===== src/hdl/ihdp_pkg.sv =====
// ----------------------------------------------------------------------------
// Image header dimension parser package
// Shared types, format codes and signature bytes for the header parser.
// ----------------------------------------------------------------------------
package ihdp_pkg;

	localparam int CountWidthDef = 32;
	localparam int HdrDepth      = 30;
	localparam int HdrIdxW       = $clog2(HdrDepth);
	localparam int WinDepth      = 10;
	localparam int DimW          = 32;
	localparam int FmtW          = 3;

	localparam logic [FmtW-1:0] FmtNone = 3'd0;
	localparam logic [FmtW-1:0] FmtPng  = 3'd1;
	localparam logic [FmtW-1:0] FmtJpeg = 3'd2;
	localparam logic [FmtW-1:0] FmtGif  = 3'd3;
	localparam logic [FmtW-1:0] FmtWebp = 3'd4;
	localparam logic [FmtW-1:0] FmtBmp  = 3'd5;

	localparam logic [31:0] PngSig    = 32'h89504E47;
	localparam logic [7:0]  JpegMark  = 8'hFF;
	localparam logic [7:0]  JpegSoi   = 8'hD8;
	localparam logic [7:0]  JpegSof0  = 8'hC0;
	localparam logic [7:0]  JpegSof2  = 8'hC2;
	localparam logic [13:0] VpDimMask = 14'h3FFF;

	typedef logic [HdrDepth-1:0][7:0] hdr_t;
	typedef logic [WinDepth-1:0][7:0] win_t;

	typedef struct packed {
		logic short_file;
		logic ge24;
		logic ge26;
		logic ge30;
	} len_t;

endpackage


===== src/hdl/image_header_dimension_parser_unit.sv =====
// ----------------------------------------------------------------------------
// Image header dimension parser
// A final item passes the input register and then the result register.
// Throughput: one byte per cycle, set by the input register and one pass of
// header capture, marker walk and decode before the result register. A final
// item waits in the input register while the previous result is still unread.
// Reset: arst_n clears all control state; state also clears after each file.
// ----------------------------------------------------------------------------
module image_header_dimension_parser_unit
	import ihdp_pkg::*;
#(
	parameter int COUNT_WIDTH = CountWidthDef
) (
	input  logic                   clk,
	input  logic                   arst_n,
	input  logic                   in_valid,
	output logic                   in_ready,
	input  logic [7:0]             data_byte,
	input  logic                   last_byte,
	output logic                   out_valid,
	input  logic                   out_ready,
	output logic [FmtW-1:0]        format,
	output logic signed [DimW-1:0] width,
	output logic signed [DimW-1:0] height,
	output logic [31:0]            byte_count
);

	localparam int CmpW = (COUNT_WIDTH > 33) ? COUNT_WIDTH : 33;
	localparam int ExtW = (COUNT_WIDTH > 32) ? COUNT_WIDTH : 32;

	logic                   valid_s1;
	logic [7:0]             byte_s1;
	logic                   last_s1;
	logic                   advance;

	hdr_t                   hdr_q;
	hdr_t                   hdr_v;
	win_t                   win_q;
	win_t                   win_d;
	logic [COUNT_WIDTH-1:0] bytes_q;
	logic [COUNT_WIDTH-1:0] bytes_d;
	logic [31:0]            pos_q;
	logic [31:0]            pos_d;
	logic                   walk_q;
	logic                   walk_d;
	logic [15:0]            sof_w_q;
	logic [15:0]            sof_w_d;
	logic [15:0]            sof_h_q;
	logic [15:0]            sof_h_d;
	logic                   hdr_wr;
	logic                   walk_hit;
	logic [32:0]            next_pos;
	logic [ExtW-1:0]        n_ext;
	len_t                   len;

	logic [FmtW-1:0]        fmt_c;
	logic signed [DimW-1:0] wd_c;
	logic signed [DimW-1:0] ht_c;

	logic                   out_valid_q;
	logic [FmtW-1:0]        format_q;
	logic signed [DimW-1:0] width_q;
	logic signed [DimW-1:0] height_q;
	logic [31:0]            count_q;

	assign advance  = valid_s1 && (!last_s1 || !out_valid_q || out_ready);
	assign in_ready = !valid_s1 || advance;

	always_ff @(posedge clk or negedge arst_n) begin
		if (!arst_n) begin
			valid_s1 <= 1'b0;
		end else if (in_ready) begin
			valid_s1 <= in_valid;
		end
	end

	always_ff @(posedge clk) begin
		if (in_ready && in_valid) begin
			byte_s1 <= data_byte;
			last_s1 <= last_byte;
		end
	end

	assign hdr_wr = bytes_q < COUNT_WIDTH'(HdrDepth);
	assign win_d  = {byte_s1, win_q[WinDepth-1:1]};

	always_comb begin
		for (int k = 0; k < HdrDepth; k++) begin
			hdr_v[k] = (hdr_wr && bytes_q[HdrIdxW-1:0] == HdrIdxW'(k)) ? byte_s1 : hdr_q[k];
		end
	end

	assign bytes_d  = (&bytes_q) ? bytes_q : bytes_q + COUNT_WIDTH'(1);
	assign walk_hit = walk_q && (CmpW'(bytes_q) == CmpW'({1'b0, pos_q} + 33'd9));
	assign next_pos = {1'b0, pos_q} + 33'({win_d[2], win_d[3]}) + 33'd2;

	always_comb begin
		pos_d   = pos_q;
		walk_d  = walk_q;
		sof_w_d = sof_w_q;
		sof_h_d = sof_h_q;
		if (walk_hit) begin
			if (win_d[0] != JpegMark) begin
				walk_d = 1'b0;
			end else if (win_d[1] == JpegSof0 || win_d[1] == JpegSof2) begin
				sof_h_d = {win_d[5], win_d[6]};
				sof_w_d = {win_d[7], win_d[8]};
				walk_d  = 1'b0;
			end else if (next_pos[32]) begin
				walk_d = 1'b0;
			end else begin
				pos_d = next_pos[31:0];
			end
		end
	end

	assign len.short_file = bytes_d < COUNT_WIDTH'(16);
	assign len.ge24       = bytes_d >= COUNT_WIDTH'(24);
	assign len.ge26       = bytes_d >= COUNT_WIDTH'(26);
	assign len.ge30       = bytes_d >= COUNT_WIDTH'(30);
	assign n_ext          = ExtW'(bytes_d);

	ihdp_decode u_decode (
		.hdr        (hdr_v),
		.len        (len),
		.sof_width  (sof_w_d),
		.sof_height (sof_h_d),
		.format     (fmt_c),
		.width      (wd_c),
		.height     (ht_c)
	);

	always_ff @(posedge clk or negedge arst_n) begin
		if (!arst_n) begin
			bytes_q <= '0;
			pos_q   <= 32'd2;
			walk_q  <= 1'b1;
			sof_w_q <= '0;
			sof_h_q <= '0;
		end else if (advance) begin
			if (last_s1) begin
				bytes_q <= '0;
				pos_q   <= 32'd2;
				walk_q  <= 1'b1;
				sof_w_q <= '0;
				sof_h_q <= '0;
			end else begin
				bytes_q <= bytes_d;
				pos_q   <= pos_d;
				walk_q  <= walk_d;
				sof_w_q <= sof_w_d;
				sof_h_q <= sof_h_d;
			end
		end
	end

	always_ff @(posedge clk) begin
		if (advance) begin
			win_q <= win_d;
			if (hdr_wr) begin
				hdr_q[bytes_q[HdrIdxW-1:0]] <= byte_s1;
			end
		end
	end

	always_ff @(posedge clk or negedge arst_n) begin
		if (!arst_n) begin
			out_valid_q <= 1'b0;
		end else if (advance && last_s1) begin
			out_valid_q <= 1'b1;
		end else if (out_ready) begin
			out_valid_q <= 1'b0;
		end
	end

	always_ff @(posedge clk) begin
		if (advance && last_s1) begin
			format_q <= fmt_c;
			width_q  <= wd_c;
			height_q <= ht_c;
			if (len.short_file) begin
				count_q <= '0;
			end else if (n_ext > ExtW'(32'hFFFF_FFFF)) begin
				count_q <= '1;
			end else begin
				count_q <= n_ext[31:0];
			end
		end
	end

	assign out_valid  = out_valid_q;
	assign format     = format_q;
	assign width      = width_q;
	assign height     = height_q;
	assign byte_count = count_q;

endmodule


===== src/hdl/ihdp_decode.sv =====
// ----------------------------------------------------------------------------
// Image header decoder
// Picks the format from the stored header bytes and extracts the dimensions.
// ----------------------------------------------------------------------------
module ihdp_decode
	import ihdp_pkg::*;
(
	input  hdr_t                   hdr,
	input  len_t                   len,
	input  logic [15:0]            sof_width,
	input  logic [15:0]            sof_height,
	output logic [FmtW-1:0]        format,
	output logic signed [DimW-1:0] width,
	output logic signed [DimW-1:0] height
);

	logic [31:0] vp8l_bits;

	assign vp8l_bits = {hdr[24], hdr[23], hdr[22], hdr[21]};

	always_comb begin
		format = FmtNone;
		width  = '0;
		height = '0;
		if (len.short_file) begin
			format = FmtNone;
		end else if (len.ge24 && {hdr[0], hdr[1], hdr[2], hdr[3]} == PngSig) begin
			format = FmtPng;
			width  = {hdr[16], hdr[17], hdr[18], hdr[19]};
			height = {hdr[20], hdr[21], hdr[22], hdr[23]};
		end else if (hdr[0] == JpegMark && hdr[1] == JpegSoi) begin
			format = FmtJpeg;
			width  = {16'h0000, sof_width};
			height = {16'h0000, sof_height};
		end else if ({hdr[0], hdr[1], hdr[2]} == "GIF") begin
			format = FmtGif;
			width  = {16'h0000, hdr[7], hdr[6]};
			height = {16'h0000, hdr[9], hdr[8]};
		end else if (len.ge30 && {hdr[0], hdr[1], hdr[2], hdr[3]} == "RIFF"
				&& {hdr[8], hdr[9], hdr[10], hdr[11]} == "WEBP") begin
			format = FmtWebp;
			if ({hdr[12], hdr[13], hdr[14]} == "VP8") begin
				if (hdr[15] == " ") begin
					width  = {16'h0000, {hdr[27], hdr[26]} & {2'b00, VpDimMask}};
					height = {16'h0000, {hdr[29], hdr[28]} & {2'b00, VpDimMask}};
				end else if (hdr[15] == "L") begin
					width  = 32'(vp8l_bits[13:0]) + 32'd1;
					height = 32'(vp8l_bits[27:14]) + 32'd1;
				end else if (hdr[15] == "X") begin
					width  = {8'h00, hdr[26], hdr[25], hdr[24]} + 32'd1;
					height = {8'h00, hdr[29], hdr[28], hdr[27]} + 32'd1;
				end
			end
		end else if (len.ge26 && {hdr[0], hdr[1]} == "BM") begin
			format = FmtBmp;
			width  = {hdr[21], hdr[20], hdr[19], hdr[18]};
			height = {hdr[25], hdr[24], hdr[23], hdr[22]};
		end
	end

endmodule


===== config.mk =====
export PLATFORM = sky130hd
export DESIGN_NAME = image_header_dimension_parser_unit
export DESIGN_NICKNAME = d
export VERILOG_FILES = /design/src/hdl/ihdp_pkg.sv /design/src/hdl/image_header_dimension_parser_unit.sv /design/src/hdl/ihdp_decode.sv
export SDC_FILE = /design/constraint.sdc
export NUM_CORES = 1
export LEC_CHECK = 0
export ABC_AREA = 0
export BUFFER_PORTS_ARGS = -buffer_cell sky130_fd_sc_hd__buf_4
export CORE_ASPECT_RATIO = 0.7
export CORE_UTILIZATION = 37
export DETAILED_ROUTE_END_ITERATION = 16
export PLACE_DENSITY = 0.64
export SYNTH_ARGS = -nofsm -noshare
export SYNTH_HDL_FRONTEND = slang
export SYNTH_SLANG_ARGS = --single-unit

===== constraint.sdc =====
create_clock -name clk -period 9.62 [get_ports clk]
set_input_delay 1.924 -clock clk [delete_from_list [all_inputs] [get_ports clk]]
set_output_delay 1.924 -clock clk [all_outputs]
set_load 0.01 [all_outputs]

==> flow_summary_export.csv, run 1 <==
group,metric,value,unit
status,status,"complete, no violations",
cts,cts_setup_buffers,0,
floorplan,die_area,0.07495,sq mm
floorplan,chipHeight,229.4,um
yosys,ys_async_sr_fraction,0.1968,
floorplan,start_util,0.3778,
placed_design,post-dp-hpwl,63230,um
worst_hold_path,hold_path_class,"flip-flop to flip-flop",
worst_hold_path,hold-path-cell-count,0,
sta,fmax,0.1532,GHz
cts,clockRootBuffer,"clkbuf_16",
final_layout,nets,2585,
yosys,yosysWarnings,0,
global_routing,grt_usage,0.2325,
sta,period_needed,6529,ps
global_routing,antenna_found_initial,1,
drt,drt-vias-per-instance,6.015,
yosys,ys.flop_type,"edfxtp_1",
floorplan,core_area,0.07233,sq mm
power_and_ir_drop,power,5.046,mW
worst_hold_path,whs_endpoint,"win_d[27]",
worst_setup_path,path_buf_inv,2,
worst_setup_path,cp-end-kind,"flip-flop",
cts,numCtsBuffers,54,
run,cap_violations,0,
drt,drt_pre_antenna_iters,6,
cts,cts.clk_slew.worst_paths,60,ps
cts,cts_tree,"built",
worst_setup_path,rr_endpoint,"height[15]",
yosys,synth_cell_type_count,85,
yosys,synth_fp_nets,2539,
final_layout,drive_gt1_frac,0.1243,
yosys,synth-simple-area-share,0.1654,
drt,drc_errors,0,
final_layout,layout_common_cells,"edfxtp_1, nand2_1, mux2i_1, buf_4, nor2_1",
yosys,synth_compound_area_frac,0.1166,
drt,drt_iter0_drc,2878,
sta,period_share,0.6787,
drt,routedWlPerCell,25.20,um
sta,tns,0,ps
global_routing,grt_pass1_wl,131800,um
drt,ant_nets,0,
worst_hold_path,hold_start,"win_d[35]",
floorplan,die_w,326.8,um
yosys,synth_fa_ha_area_frac,0.01997,
cts,ctsHoldBuffers,0,
floorplan,ios,114,
cts,clkSinkCount,503,
sta,slew_headroom,0.2285,
yosys,synth_edf_count,404,
sta,hold_viol_final,0,
sta,finClkSkew,28.73,ps
yosys,synthMuxAreaShare,0.08128,
sta,slew_violations,0,
worst_setup_path,crit_top_cell,"nand4_1",
floorplan,fp-row-count,82,
yosys,synth_area,0.02732,sq mm
worst_setup_path,cp.required,9980,ps
worst_setup_path,reg2reg_depth,12,
global_routing,grt_pass1_vias,19630,
worst_setup_path,path_cells,"nand4_1, or2_2, nor4_2, o21ai_0, a2111oi_0, nand4_1, nor4_4, a2111o_2, buf_4, inv_1, a221oi_1, a21oi_1",
final_layout,area_growth,12.73,%
placed_design,port_buffers,113,
drt,via_count,21310,
global_routing,grt_start_max_net_pins,75,
worst_setup_path,path_class,"flip-flop to flip-flop",
cts,clock_latency,630,ps
cts,htreeDepth,2,
worst_setup_path,r2r-start,"bytes_q[4]",
yosys,yosys_register_bits,503,
worst_setup_path,cp_top_family,"simple AND/OR/NAND/NOR gates",
sta,setup_viol,0,
global_routing,grt_overflow,0,
cts,cts_resized,0,
placed_design,gp_congestion,0.9534,
drt,drt_wl_total,89270,um
worst_setup_path,cp.arrival,6890,ps
yosys,synth_top_family_by_area,"simple AND/OR/NAND/NOR gates",
worst_setup_path,cpPeakStageDelay,1000,ps
final_layout,layout_commonest_cell,"edfxtp_1",
yosys,ys_seq_area_frac,0.5348,
sta,worstMarginPinSlew,1151,ps
yosys,synth_cells,2483,
sta,rsz0062_at_grt,"false",
power_and_ir_drop,vdd_ir_drop_max,0.1170,mV
power_and_ir_drop,p_per_area,163.8,mW/mm^2
yosys,synthXorXnorAreaFrac,0.04872,
yosys,syn_area_per_cell,11.00,sq um
cts,cts_buffer_depth,3,
worst_setup_path,setup.worst_path.start_class,"flip-flop",
worst_setup_path,crit_slowest_cell,"dfrtp_1",
worst_setup_path,rrSetupSlack,3090,ps
power_and_ir_drop,power.leakage,10.58,nW
worst_setup_path,crit_fanout,62,
sta,hold_ws,421.1,ps
==> layer usage <==
metal / wire, um / vias up / share of wire / GRT usage
li1: - / 9465 / - / -
met1: 43370 / 10650 / 0.49 / 0.3792
met2: 35550 / 1090 / 0.40 / 0.3106
met3: 9100 / 101 / 0.10 / 0.04556
met4: 1253 / 0 / 0.014 / 0.04439
met5: 0 / - / 0 / 0
==> power by group <==
group	leakage (nW)	switching [mW]	total, mW	internal [mW]
combinational	4.59	0.335	0.467	0.132
clock	0.835	0.903	2.06	1.16
sequential	5.15	0.0770	2.52	2.44
total	10.6	1.32	5.05	3.73
==> area by class of cell <==
type                       instances  area (sq um)
timing repair buffer             163          1224
antenna                            2         5.005
inverter                          33         127.6
sequential                       503         14610
clock buffer                      72          1460
tap                              966          1209
clock inverter                    29         284.0
fill                            6760         41530
multi-input combinational       1774         11880
==> flip-flops by register name, indices dropped and copies added, names as in the netlist, 8 cells and up <==
signal / flops
byte_count: 32
byte_s1: 8
bytes_q: 32
hdr_q: 224
height: 32
pos_q: 32
sof_h_q: 16
sof_w_q: 16
width: 32
win_d: 72
==> cell usage after synthesis (16+ instances only) <==
library cell,number,area [sq um]
a211oi_1,16,120.1
a21oi_1,118,590.6
a31oi_1,31,193.9
and3_1,42,262.8
buf_2,37,185.2
clkbuf_1,114,427.9
dfrtp_1,97,2427
edfxtp_1,404,12130
ha_1,42,525.5
inv_1,32,120.1
mux2_2,21,236.5
mux2i_1,196,1962
nand2_1,246,923.4
nand3_1,86,430.4
nand4_1,48,300.3
nor2_1,148,555.5
nor2b_1,42,262.8
nor3_1,75,375.4
nor4_1,26,162.7
o21ai_0,125,625.6
o221ai_1,30,262.8
o22a_1,25,219.0
o22ai_1,41,256.5
or2_2,17,106.4
xnor2_1,89,779.5
xor2_1,63,551.8
==> worst reg2reg max path: stages (launching register included) <==
cell       delay, ps
dfrtp_1         1000
nand4_1          320
or2_2            510
nor4_2          1000
o21ai_0          220
a2111oi_0        660
nand4_1          320
nor4_4           540
a2111o_2         250
buf_4            560
inv_1            390
a221oi_1         380
a21oi_1          120
==> logic make-up after synthesis <==
| family | after synthesis |
|---|---|
| AND/OR/NAND/NOR | 868 |
| flip-flops | 503 |
| AO/OA/AOI/OAI | 493 |
| multiplexers | 218 |
| buffers and inverters | 206 |
| XOR/XNOR | 152 |
| adder cells (fa/ha/maj) | 43 |
==> how the worst max path moves through the flow <==
stage                          start  depth (start not counted)    endpoint
final                     bytes_q[4]                         12  height[15]
after global routing      bytes_q[4]                         12  height[15]
after CTS                 bytes_q[4]                         12  height[15]
after detailed placement  bytes_q[4]                         12  height[15]
after global placement    bytes_q[4]                         12  height[15]
after floorplan            out_ready                          8   pos_q[23]
==> through the flow <==
step,utilization,setup WS [ps],std cells,cell area (sq um)
floorplan,-,3609,2483,27320
global placement,0.4016,3434,3438,29050
detailed placement,0.4016,3222,3438,29050
CTS,0.4257,3192,3539,30790
global route,0.4258,2655,3540,30800
finish,0.4258,3091,3542,30800
(Power assumes the default switching activity.)
==> run 2, diff against run 1 <==
ABC_AREA = 1   (was 0)
clock period = 6.3 ns   (was 9.62 ns; I/O delays follow)
==> flow_summary_export.csv, run 2 <==
group,metric,value,unit
yosys,ys.flop_type,"edfxtp_1",
cts,htreeDepth,2,
yosys,ys_seq_area_frac,0.5245,
cts,cts_tree,"built",
drt,drt_iter0_drc,3330,
yosys,synth_fp_nets,3292,
global_routing,grt_pass1_vias,21240,
floorplan,start_util,0.3767,
power_and_ir_drop,pwr-share-comb,0.107,
run,cap_violations,0,
final_layout,nFillCells,7357,
sta,worstMarginPinSlew,1292,ps
drt,drt-vias-per-instance,5.536,
worst_setup_path,crit_fanout,34,
final_layout,layout_commonest_cell,"nand2_1",
sta,setup_viol,0,
yosys,yosys_register_bits,503,
final_layout,largest_reg_flops,224,
sta,period_share,0.8470,
drt,ant_nets,0,
sta,slew_headroom,0.1298,
cts,ctsHoldBuffers,0,
final_layout,nets,3373,
yosys,synth_area,0.02786,sq mm
floorplan,ios,114,
floorplan,die_w,330.0,um
worst_setup_path,crit_slowest_cell,"clkinv_1",
global_routing,antenna_found_initial,3,
yosys,yosysWarnings,0,
worst_setup_path,cp-end-kind,"flip-flop",
sta,fmax,0.1874,GHz
placed_design,gp_congestion,0.9953,
sta,hold_viol_final,0,
sta,rsz0062_at_grt,"false",
power_and_ir_drop,p_switching,2.087,mW
yosys,synth_edf_count,404,
final_layout,drive_gt1_frac,0.09768,
yosys,synth_cell_type_count,61,
cts,clockRootBuffer,"clkbuf_16",
drt,routedWlPerCell,22.42,um
drt,drt_pre_antenna_iters,6,
power_and_ir_drop,power.leakage,12.83,nW
yosys,synth_top_cell_by_area,"edfxtp_1",
placed_design,port_buffers,113,
placed_design,post-dp-hpwl,70820,um
power_and_ir_drop,seq_power_share,0.489,
sta,slew_violations,0,
worst_setup_path,cp_top_family,"simple AND/OR/NAND/NOR gates",
cts,numCtsBuffers,51,
global_routing,grt_overflow,0,
cts,clock_latency,640,ps
yosys,syn_area_per_cell,8.608,sq um
worst_setup_path,cp.required,6650,ps
sta,tns,0,ps
floorplan,core_area,0.07394,sq mm
worst_setup_path,setup.worst_path.start_class,"flip-flop",
floorplan,fp-row-count,83,
worst_setup_path,path_buf_inv,6,
drt,via_count,24000,
worst_setup_path,cp.arrival,5690,ps
global_routing,grt_usage,0.2501,
final_layout,insertedDiodeCount,0,
power_and_ir_drop,p_int,5.800,mW
yosys,synth_cells,3236,
final_layout,area_growth,12.29,%
final_layout,layout_common_cells,"nand2_1, edfxtp_1, inv_1, nor2_1, o21ai_0",
power_and_ir_drop,vdd_ir_drop_max,0.1903,mV
worst_setup_path,path_cells,"ha_1, inv_1, nor2_4, nand2_1, inv_2, nand2_1, inv_2, nand2_2, inv_1, nand2_1, nand2_1, nor2_1, a21oi_1, nand2_1, nor2_1, nor2_4, inv_2, nor2_4, nand2_1, clkinv_1, nand4_1, o211ai_1",
global_routing,grt_pass1_wl,141200,um
power_and_ir_drop,switching_share,0.2646,
yosys,synth_area_leaders,"edfxtp_1, nand2_1, dfrtp_1",
worst_setup_path,cpPeakStageDelay,540,ps
power_and_ir_drop,p_clk_frac,0.404,
status,status,"complete, no violations",
cts,cts.clk_slew.worst_paths,70,ps
yosys,yosysMostFrequentCell,"nand2_1",
power_and_ir_drop,p_per_area,252.1,mW/mm^2
sta,period_needed,5336,ps
yosys,synth_top_area_share,0.4355,
drt,drt_wl_total,97190,um
floorplan,chipHeight,231.6,um
final_layout,final_util,0.4231,
yosys,ys_top_cells_by_count,"nand2_1, edfxtp_1, inv_1",
cts,cts_buffer_depth,3,
worst_setup_path,crit_top_cell,"nand2_1",
worst_setup_path,path_class,"flip-flop to flip-flop",
cts,cts_setup_buffers,0,
drt,drc_errors,0,
global_routing,grt_start_max_net_pins,73,
cts,clkSinkCount,503,
cts,cts_resized,0,
floorplan,die_area,0.07641,sq mm
yosys,ys_async_sr_fraction,0.1968,
sta,finClkSkew,45.00,ps
worst_hold_path,hold_path_class,"flip-flop to flip-flop",
[run 2: final timing paths]
path | depth (start not counted) | slack [ps] | start | endpoint
worst max-delay path | 22 | 960 | bytes_q[0] | height[20]
worst min-delay path | 0 | 420 | win_d[9] | win_d[1]
worst max register to register | 22 | 960 | bytes_q[0] | height[20]
worst min register to register | 0 | 420 | win_d[9] | win_d[1]
max in group asynchronous | 2 | 4430 | arst_n | bytes_q[28]
min in group asynchronous | 1 | 730 | arst_n | sof_h_q[12]
[run 2: worst register-to-register path: stages, from the launching register on]
cell and delay, ps:
dfrtp_1 530, ha_1 430, inv_1 200, nor2_4 230
nand2_1 110, inv_2 100, nand2_1 80, inv_2 80
nand2_2 400, inv_1 240, nand2_1 70, nand2_1 120
nor2_1 60, a21oi_1 140, nand2_1 70, nor2_1 370
nor2_4 150, inv_2 150, nor2_4 50, nand2_1 400
clkinv_1 550, nand4_1 340, o211ai_1 180
[run 2: layout make-up]
cell class	instances	area, sq um	share of cell area
flip-flops and latches	503	14610	0.4671
multi-input cells	2229	11140	0.3561
inverters	374	1410	0.04508
clock buffers	62	1349	0.04312
well taps	977	1222	0.03908
repair buffers	158	1199	0.03832
clock inverters	32	349.1	0.01116
[run 2: stage by stage]
| step | hold slack (ps) | cells | worst slack [ps] | area (sq um) | power, mW |
|---|---|---|---|---|---|
| after floorplan | 400.3 | 3236 | 1841 | 27860 | 4.436 |
| after CTS | 419.6 | 4335 | 1196 | 31280 | 7.905 |
| final | 419.0 | 4335 | 964.1 | 31280 | 7.887 |
| after global routing | 422.6 | 4335 | 785.5 | 31280 | 8.130 |
| after global placement | 402.7 | 4241 | 1263 | 29580 | 4.748 |
| after detailed placement | 405.7 | 4241 | 1225 | 29580 | 4.750 |
[run 2: cell families after synthesis]
group / count (synthesis) / synth area share
simple gates: 1513 / 0.2344
compound gates: 594 / 0.1204
buf+inv: 504 / 0.07613
flops: 503 / 0.5245
xor+xnor: 77 / 0.02421
fa+ha+maj: 43 / 0.01958
mux: 2 / 0.0007187
[run 2: layer usage]
layer / vias to the layer above / part of all wire / track usage / routed length (um)
li1: 11110 / - / - / -
met1: 11360 / 0.47 / 0.4019 / 45740
met2: 1418 / 0.36 / 0.3014 / 34870
met3: 116 / 0.15 / 0.09928 / 14960
met4: 0 / 0.017 / 0.04890 / 1624
met5: - / 0 / 0 / 0
[run 2: power groups by stage]
stage | Combinational [mW] | Clock (mW) | Sequential (mW)
2_1_floorplan | 0.539 | 0 | 3.90
3_3_place_gp | 0.826 | 0 | 3.92
3_5_place_dp | 0.828 | 0 | 3.92
4_1_cts | 0.833 | 3.22 | 3.86
5_1_grt | 0.931 | 3.33 | 3.87
6_report | 0.845 | 3.18 | 3.86
